<file path="config.mk">
export PLATFORM = sky130hd
export DESIGN_NAME = mfb_seq_flat
export DESIGN_NICKNAME = d
export VERILOG_FILES = /design/src/rtl/core/mfb_pkg.sv /design/src/rtl/core/mfb_if.sv /design/src/rtl/core/mfb_seq.sv /design/src/flat_wrapper.sv
export SDC_FILE = /design/constraint.sdc
export NUM_CORES = 1
export LEC_CHECK = 0
export CORE_MARGIN = 5
export CORE_UTILIZATION = 40
export DETAILED_ROUTE_END_ITERATION = 10
export DONT_BUFFER_PORTS = 1
export PLACE_DENSITY = 0.54
export SLEW_MARGIN = 15
export SYNTH_ARGS = -nofsm -noshare
export SYNTH_HDL_FRONTEND = slang
export SYNTH_SLANG_ARGS = --single-unit
</file>
<file path="constraint.sdc">
create_clock -name clk_i -period 6.5 [get_ports clk_i]
set_input_delay 0.65 -clock clk_i [delete_from_list [all_inputs] [get_ports clk_i]]
set_output_delay 0.65 -clock clk_i [all_outputs]
set_load 0.03 [all_outputs]
</file>
<file path="src/rtl/core/mfb_pkg.sv">
// Shared types and constants of the monochrome frame-store draw engine.
`default_nettype none

package mfb_pkg;

  // Frame store geometry: 1024 bytes, one byte per column and page
  localparam int unsigned STORE_DEPTH = 1024;
  localparam int unsigned ADDR_W      = 10;
  localparam logic [2:0]  ROW_BITS    = 3'b111;

  // Request kinds
  localparam logic [1:0] REQ_LINE = 2'd0;
  localparam logic [1:0] REQ_RECT = 2'd1;
  localparam logic [1:0] REQ_FILL = 2'd2;
  localparam logic [1:0] REQ_READ = 2'd3;

  // Store operation kinds
  typedef enum logic [1:0] {
    OP_RMW   = 2'd0,
    OP_WRITE = 2'd1,
    OP_READ  = 2'd2
  } op_kind_e;

  // One store operation issued by the sequencer
  typedef struct packed {
    logic              valid;
    op_kind_e          kind;
    logic [ADDR_W-1:0] addr;
    logic [7:0]        mask;
    logic              color;
  } pix_op_t;

  // Store status back to the sequencer
  typedef struct packed {
    logic       ready;
    logic       rd_valid;
    logic [7:0] rd_data;
  } store_stat_t;

  // Finished result from the sequencer
  typedef struct packed {
    logic       valid;
    logic [7:0] data;
  } result_t;

endpackage

`default_nettype wire

</file>
<file path="src/rtl/core/mfb_if.sv">
// Request and response channel interfaces of the draw engine.
`default_nettype none

interface mfb_req_if;
  logic       valid;
  logic       ready;
  logic [1:0] req_type;
  logic [6:0] x_a;
  logic [5:0] y_a;
  logic [6:0] x_b;
  logic [5:0] y_b;
  logic [7:0] box_width;
  logic [6:0] box_height;
  logic       color;
  logic       fill_inside;
  logic [9:0] read_address;

  modport source (
    output valid, req_type, x_a, y_a, x_b, y_b, box_width, box_height,
           color, fill_inside, read_address,
    input  ready
  );
  modport sink (
    input  valid, req_type, x_a, y_a, x_b, y_b, box_width, box_height,
           color, fill_inside, read_address,
    output ready
  );
endinterface


`default_nettype wire

</file>
<file path="src/rtl/core/mfb_seq.sv">
// Draw sequencer: steps lines, rectangles, screen fills and reads over the store.
`default_nettype none

module mfb_seq #(
  parameter int unsigned PANEL_WIDTH = 128,
  parameter int unsigned PANEL_PAGES = 8
) (
  input  logic                 clk_i,
  input  logic                 rst_ni,
  mfb_req_if.sink              req_i,
  output mfb_pkg::pix_op_t     op_o,
  input  mfb_pkg::store_stat_t stat_i,
  output mfb_pkg::result_t     res_o,
  input  logic                 res_ready_i
);

  localparam logic [8:0] XLim     = 9'(PANEL_WIDTH);
  localparam logic [8:0] XLast    = 9'(PANEL_WIDTH - 1);
  localparam logic [7:0] RowLim   = 8'(PANEL_PAGES * 8);
  localparam logic [7:0] PageLast = 8'(PANEL_PAGES - 1);

  typedef enum logic [7:0] {
    S_INIT   = 8'b0000_0001,
    S_IDLE   = 8'b0000_0010,
    S_LINE   = 8'b0000_0100,
    S_RECT   = 8'b0000_1000,
    S_FILL   = 8'b0001_0000,
    S_READ   = 8'b0010_0000,
    S_RDWAIT = 8'b0100_0000,
    S_DONE   = 8'b1000_0000
  } state_e;

  state_e            state_q, state_d;
  logic [8:0]        x_q, x_d, end_x_q, end_x_d, left_q, left_d;
  logic [7:0]        y_q, y_d, end_y_q, end_y_d, top_q, top_d;
  logic [6:0]        dx_q, dx_d, dy_q, dy_d;
  logic              sx_q, sx_d, sy_q, sy_d;
  logic signed [9:0] err_q, err_d;
  logic              color_q, color_d, solid_q, solid_d;
  logic [9:0]        rd_addr_q, rd_addr_d;
  logic [7:0]        res_q, res_d;

  logic               accept;
  logic               on_panel;
  logic               advance;
  logic               line_end;
  logic signed [10:0] e2, dx_s, dy_s, err_w;
  logic               step_x, step_y;
  logic               full_col, col_last;

  assign req_i.ready = (state_q == S_IDLE);
  assign accept      = req_i.valid && req_i.ready;

  // Current pixel position checks
  assign on_panel = (x_q < XLim) && (y_q < RowLim);
  assign advance  = !op_o.valid || stat_i.ready;

  // Bresenham error terms
  assign dx_s     = $signed({4'b0, dx_q});
  assign dy_s     = $signed({4'b0, dy_q});
  assign e2       = $signed({err_q, 1'b0});
  assign step_x   = e2 > -dy_s;
  assign step_y   = e2 < dx_s;
  assign err_w    = $signed({err_q[9], err_q}) - (step_x ? dy_s : 11'sd0)
                    + (step_y ? dx_s : 11'sd0);
  assign line_end = (x_q == end_x_q) && (y_q == end_y_q);

  // Rectangle column walk: full columns at the edges or when solid
  assign full_col = solid_q || (x_q == left_q) || (x_q == end_x_q);
  assign col_last = (y_q == end_y_q) || (y_q >= RowLim);

  // Store operation for the current step
  always_comb begin
    op_o.valid = 1'b0;
    op_o.kind  = mfb_pkg::OP_RMW;
    op_o.addr  = {x_q[6:0], y_q[5:3]};
    op_o.mask  = 8'b1 << (y_q[2:0] & mfb_pkg::ROW_BITS);
    op_o.color = color_q;
    case (state_q)
      S_LINE, S_RECT: begin
        op_o.valid = on_panel;
      end
      S_FILL: begin
        op_o.valid = 1'b1;
        op_o.kind  = mfb_pkg::OP_WRITE;
        op_o.addr  = {x_q[6:0], y_q[2:0]};
        op_o.mask  = 8'hFF;
      end
      S_READ: begin
        op_o.valid = 1'b1;
        op_o.kind  = mfb_pkg::OP_READ;
        op_o.addr  = rd_addr_q;
      end
      default: begin
        op_o.valid = 1'b0;
      end
    endcase
  end

  // Next-state and datapath
  always_comb begin
    state_d   = state_q;
    x_d       = x_q;
    y_d       = y_q;
    end_x_d   = end_x_q;
    end_y_d   = end_y_q;
    left_d    = left_q;
    top_d     = top_q;
    dx_d      = dx_q;
    dy_d      = dy_q;
    sx_d      = sx_q;
    sy_d      = sy_q;
    err_d     = err_q;
    color_d   = color_q;
    solid_d   = solid_q;
    rd_addr_d = rd_addr_q;
    res_d     = res_q;
    case (state_q)
      S_INIT: begin
        if (stat_i.ready) begin
          state_d = S_IDLE;
        end
      end
      S_IDLE: begin
        if (accept) begin
          color_d   = req_i.color;
          solid_d   = req_i.fill_inside;
          rd_addr_d = req_i.read_address;
          res_d     = 8'h00;
          x_d       = {2'b0, req_i.x_a};
          y_d       = {2'b0, req_i.y_a};
          left_d    = {2'b0, req_i.x_a};
          top_d     = {2'b0, req_i.y_a};
          case (req_i.req_type)
            mfb_pkg::REQ_LINE: begin
              end_x_d = {2'b0, req_i.x_b};
              end_y_d = {2'b0, req_i.y_b};
              dx_d    = (req_i.x_b > req_i.x_a) ? (req_i.x_b - req_i.x_a)
                                                : (req_i.x_a - req_i.x_b);
              dy_d    = (req_i.y_b > req_i.y_a) ? 7'(req_i.y_b - req_i.y_a)
                                                : 7'(req_i.y_a - req_i.y_b);
              sx_d    = req_i.x_a < req_i.x_b;
              sy_d    = req_i.y_a < req_i.y_b;
              err_d   = $signed({3'b0, dx_d}) - $signed({3'b0, dy_d});
              state_d = S_LINE;
            end
            mfb_pkg::REQ_RECT: begin
              end_x_d = {2'b0, req_i.x_a} + {1'b0, req_i.box_width} - 9'd1;
              end_y_d = {2'b0, req_i.y_a} + {1'b0, req_i.box_height} - 8'd1;
              if (req_i.box_width == '0 || req_i.box_height == '0) begin
                state_d = S_DONE;
              end else begin
                state_d = S_RECT;
              end
            end
            mfb_pkg::REQ_FILL: begin
              x_d     = '0;
              y_d     = '0;
              state_d = S_FILL;
            end
            default: begin
              state_d = S_READ;
            end
          endcase
        end
      end
      S_LINE: begin
        if (advance) begin
          if (line_end) begin
            state_d = S_DONE;
          end else begin
            err_d = err_w[9:0];
            if (step_x) begin
              x_d = sx_q ? (x_q + 9'd1) : (x_q - 9'd1);
            end
            if (step_y) begin
              y_d = sy_q ? (y_q + 8'd1) : (y_q - 8'd1);
            end
          end
        end
      end
      S_RECT: begin
        if (advance) begin
          if (col_last) begin
            if (x_q == end_x_q || x_q >= XLast) begin
              state_d = S_DONE;
            end else begin
              x_d = x_q + 9'd1;
              y_d = top_q;
            end
          end else begin
            y_d = full_col ? (y_q + 8'd1) : end_y_q;
          end
        end
      end
      S_FILL: begin
        if (stat_i.ready) begin
          if (y_q == PageLast) begin
            y_d = '0;
            if (x_q == XLast) begin
              state_d = S_DONE;
            end else begin
              x_d = x_q + 9'd1;
            end
          end else begin
            y_d = y_q + 8'd1;
          end
        end
      end
      S_READ: begin
        if (stat_i.ready) begin
          state_d = S_RDWAIT;
        end
      end
      S_RDWAIT: begin
        if (stat_i.rd_valid) begin
          res_d   = stat_i.rd_data;
          state_d = S_DONE;
        end
      end
      S_DONE: begin
        if (res_ready_i) begin
          state_d = S_IDLE;
        end
      end
      default: begin
        state_d = S_INIT;
      end
    endcase
  end

  assign res_o.valid = (state_q == S_DONE);
  assign res_o.data  = res_q;

  // Control state
  always_ff @(posedge clk_i or negedge rst_ni) begin
    if (!rst_ni) begin
      state_q <= S_INIT;
    end else begin
      state_q <= state_d;
    end
  end

  // Datapath registers
  always_ff @(posedge clk_i) begin
    x_q       <= x_d;
    y_q       <= y_d;
    end_x_q   <= end_x_d;
    end_y_q   <= end_y_d;
    left_q    <= left_d;
    top_q     <= top_d;
    dx_q      <= dx_d;
    dy_q      <= dy_d;
    sx_q      <= sx_d;
    sy_q      <= sy_d;
    err_q     <= err_d;
    color_q   <= color_d;
    solid_q   <= solid_d;
    rd_addr_q <= rd_addr_d;
    res_q     <= res_d;
  end

endmodule

`default_nettype wire

</file>
<file path="src/flat_wrapper.sv">
// flat-port wrapper written by rule: the top's interface ports become plain ports
module mfb_seq_flat 
#(
  parameter int unsigned PANEL_WIDTH = 128,
  parameter int unsigned PANEL_PAGES = 8
)
  (clk_i, rst_ni, op_o, stat_i, res_o, res_ready_i, req_i_valid, req_i_req_type, req_i_x_a, req_i_y_a, req_i_x_b, req_i_y_b, req_i_box_width, req_i_box_height, req_i_color, req_i_fill_inside, req_i_read_address, req_i_ready);
  mfb_req_if req_i_i ();
  input  logic clk_i;
  input  logic rst_ni;
  output mfb_pkg::pix_op_t op_o;
  input  mfb_pkg::store_stat_t stat_i;
  output mfb_pkg::result_t res_o;
  input  logic res_ready_i;
  input wire logic [$bits(req_i_i.valid)-1:0] req_i_valid;
  input wire logic [$bits(req_i_i.req_type)-1:0] req_i_req_type;
  input wire logic [$bits(req_i_i.x_a)-1:0] req_i_x_a;
  input wire logic [$bits(req_i_i.y_a)-1:0] req_i_y_a;
  input wire logic [$bits(req_i_i.x_b)-1:0] req_i_x_b;
  input wire logic [$bits(req_i_i.y_b)-1:0] req_i_y_b;
  input wire logic [$bits(req_i_i.box_width)-1:0] req_i_box_width;
  input wire logic [$bits(req_i_i.box_height)-1:0] req_i_box_height;
  input wire logic [$bits(req_i_i.color)-1:0] req_i_color;
  input wire logic [$bits(req_i_i.fill_inside)-1:0] req_i_fill_inside;
  input wire logic [$bits(req_i_i.read_address)-1:0] req_i_read_address;
  output wire logic [$bits(req_i_i.ready)-1:0] req_i_ready;
  assign req_i_i.valid = req_i_valid;
  assign req_i_i.req_type = req_i_req_type;
  assign req_i_i.x_a = req_i_x_a;
  assign req_i_i.y_a = req_i_y_a;
  assign req_i_i.x_b = req_i_x_b;
  assign req_i_i.y_b = req_i_y_b;
  assign req_i_i.box_width = req_i_box_width;
  assign req_i_i.box_height = req_i_box_height;
  assign req_i_i.color = req_i_color;
  assign req_i_i.fill_inside = req_i_fill_inside;
  assign req_i_i.read_address = req_i_read_address;
  assign req_i_ready = req_i_i.ready;
  mfb_seq #(.PANEL_WIDTH(PANEL_WIDTH), .PANEL_PAGES(PANEL_PAGES)) u_core (.clk_i(clk_i), .rst_ni(rst_ni), .req_i(req_i_i), .op_o(op_o), .stat_i(stat_i), .res_o(res_o), .res_ready_i(res_ready_i));
endmodule
</file>
==> flow_summary.yaml <==
route:
  drcViolationCount: 0
  antenna_left: 0
  vias: 6472
  vias_per_cell: 5.36
  dr.first_iter.drc_count: 363
  drt_first_pass_iters: 5
  wl_um: 22500
  detail_route.wl_per_cell_um: 18.6
layout:
  fill_cells: 2159
  final_cell_mix: "131 x inv_1, 97 x ha_1, 93 x edfxtp_1"
  seqCellArea_um2: 2990
  diodes: 0
  final_util_pct: 43.1
  area_growth_pct: 6.16
  multiInputGateArea_um2: 5240
  final_common_cell: "inv_1"
  nets: 1102
  drive_gt1_share_pct: 6.15
global_routing:
  antenna_found_initial: 0
  track_usage_pct: 17.6
  grt_max_degree: 31
  grt_pass1_vias: 6455
  grt_pass1_wl_um: 35900
  overflow: 0
pwr:
  power_frac_comb_pct: 40.2
  power_density_nw_per_um2: 279
  switching_share_pct: 39.5
  pwr-share-seq_pct: 38.1
  ir_worst_vdd_mv: 0.160
  p_leak_nw: 4.05
  clkPwrFrac_pct: 21.7
  p_switching_mw: 1.04
  p_int_mw: 1.60
floorplan:
  num_rows: 54
  die_y_um: 159
  dieWidth_um: 159
  dieArea_um2: 25300
  io_pins: 101
  start_util_pct: 40.6
  core_area_um2: 21900
synth:
  async_flop_share_pct: 7.92
  syn_area_per_cell_um2: 9.46
  yosysWarnings: 0
  syn_inst: 940
  ys_ff_latch: 101
  synth_edf_count: 93
  syn_nets: 1120
  yosysUniqueCellTypes: 81
  ys.flop_type: "edfxtp_1"
  seq_area_frac_synth_pct: 33.7
  synth_area_um2: 8890
timing:
  setup_violations: 0
  tightest_slew_ns: 1.14
  fin_tns_setup_ns: 0
  max_freq_mhz: 196
  hold_viol: 0
  skew_ns: 0.0113
  period_needed_ns: 5.11
  finalWorstSetupSlack_ns: 1.39
  rsz0062_at_grt: "false"
  whs_ns: 0.129
  finalCritPeriodShare_pct: 78.6
  relSlewSlack_pct: 23.1
  slew_violations: 0
placed_design:
  io_buffers: 0
  dpl.hpwl_um: 18000
  gp_congestion: 0.847
  place_ws_ns: 1.36
critical_path:
  criticalPathCategory: "register to register"
  critPathMaxStageDelay_ns: 0.50
  crit_arrival_ns: 5.19
  crit_fanout: 8
  ff2ff_setup_slack_ns: 1.39
  crit_path_top_delay_cell: "fa_1"
  cp.required_ns: 6.58
  crit_path_cell_trace: "nor4_1, nand2_1, nor2_1, ha_1, a21o_1, a21o_1, a221oi_1, o21ai_0, a31o_2, and2_1, fa_1, inv_1, fa_1, a21o_1, a21oi_1, nor2b_1, o21ai_0, nor2b_1, xor2_1, mux2i_1"
  startpoint_type: "register"
  crit_path_end_kind: "register"
  path_common_cell: "a21o_1"
clock_network:
  htree_levels: 3
  clock-sinks: 101
  post_cts_buffers: 0
  cts_tree: "built"
  cts_made_buffers: 9
  cts-root-buf: "clkbuf_16"
  clk_latency_ns: 0.36
  clkTransAtPathRegs_ns: 0.08
  cts_buffer_depth: 2
job:
  cap_violations: 0
status:
  status: "completed"
worst_hold_path:
  hp-class: "input port to asynchronous set/reset pin"
## cell type report
type	instances	share of cell area, %
clock inverter	6	0.822
timing repair buffer	7	0.583
sequential	101	31.7
clock buffer	10	2.43
tap	280	3.71
inverter	132	5.26
multi-input combinational	671	55.5
## cells by family after synthesis
kind of cell    count (synthesis)  synth area share, %
buf+inv                       168                 7.55
flops                         101                 33.7
mux                            28                 3.53
compound gates                192                 14.8
fa+ha+maj                     111                 16.8
simple gates                  256                 15.4
xor+xnor                       84                 8.27
## Yosys cell counts (5+ instances only)
master | count | area (um^2)
a211oi_1 | 5 | 37.5
a21o_1 | 26 | 195
a21oi_1 | 47 | 235
a221o_1 | 6 | 60.1
a221oi_1 | 8 | 70.1
and2_1 | 19 | 119
and3_1 | 7 | 43.8
buf_2 | 16 | 80.1
clkbuf_1 | 15 | 56.3
dfrtp_1 | 7 | 175
edfxtp_1 | 93 | 2790
fa_1 | 14 | 280
ha_1 | 97 | 1210
inv_1 | 131 | 492
mux2_2 | 11 | 124
mux2i_1 | 13 | 130
nand2_1 | 63 | 236
nand2b_1 | 13 | 81.3
nand3_1 | 16 | 80.1
nand4_1 | 9 | 56.3
nor2_1 | 52 | 195
nor2b_1 | 15 | 93.8
nor3_1 | 16 | 80.1
nor4_1 | 13 | 81.3
nor4b_1 | 7 | 61.3
o21ai_0 | 41 | 205
o21bai_1 | 5 | 37.5
xnor2_1 | 58 | 508
xor2_1 | 26 | 228
## final timing paths
kind                                 start           endpoint  cells after the start
setup / recovery            u_core.dy_q[4]    u_core.err_q[6]                     20
max in group asynchronous           rst_ni  u_core.state_q[2]                      1
min in group clk_i               stat_i[8]  u_core.state_q[6]                      1
setup reg to reg            u_core.dy_q[4]    u_core.err_q[6]                     20
hold reg to reg            u_core.top_q[2]      u_core.y_q[2]                      2
hold / removal                      rst_ni  u_core.state_q[0]                      0
## critical path: cells and delay by family, from the launching register on
kind | cells | cell delay [ns]
AOI/OAI and AO/OA | 8 | 1.71
DFF | 1 | 0.43
xor gates and xnor gates | 1 | 0.15
muxes | 1 | 0.09
buffers and inverters | 1 | 0.07
adders and majority gates | 3 | 1.20
and+or+nand+nor | 6 | 1.19
## registers in the layout (all words and copies together), names as in the netlist
name / count
u_core.dx_q: 7
u_core.color_q: 1
u_core.state_q: 8
u_core.x_q: 9
u_core.err_q: 10
u_core.end_x_q: 9
u_core.res_q: 8
u_core.end_y_q: 8
u_core.rd_addr_q: 10
u_core.y_q: 8
u_core.sy_q: 1
u_core.dy_q: 7
u_core.sx_q: 1
u_core.top_q: 6
u_core.left_q: 7
u_core.solid_q: 1
## through the flow
stage	instance area (um^2)	power (mW)	cells
floorplan	8890	1.85	940
global placement	9130	2.08	1190
detailed placement	9130	2.08	1190
CTS	9440	2.66	1207
global route	9440	2.82	1207
finish	9440	2.64	1207
## layer usage
metal | wire [um] | vias to the layer above | track usage, %
met5 | 0 | - | 0
met1 | 10100 | 3058 | 23.2
met3 | 1010 | 18 | 3.11
met2 | 11000 | 126 | 30.2
li1 | - | 3270 | -
met4 | 305 | 0 | 3.96
## power by group through the flow
stage / Clock (mW) / Combinational [mW] / Sequential, mW
6_report: 0.572 / 1.06 / 1.00
5_1_grt: 0.611 / 1.19 / 1.02
3_5_place_dp: 0 / 1.06 / 1.02
4_1_cts: 0.586 / 1.07 / 1.00
3_3_place_gp: 0 / 1.06 / 1.02
2_1_floorplan: 0 / 0.936 / 0.911
## repair_timing
action,in CTS,in global routing
hold buffers,1,0
hold endpoints to repair,7,0
gates resized for setup,0,0
(Power assumes the default switching activity.)
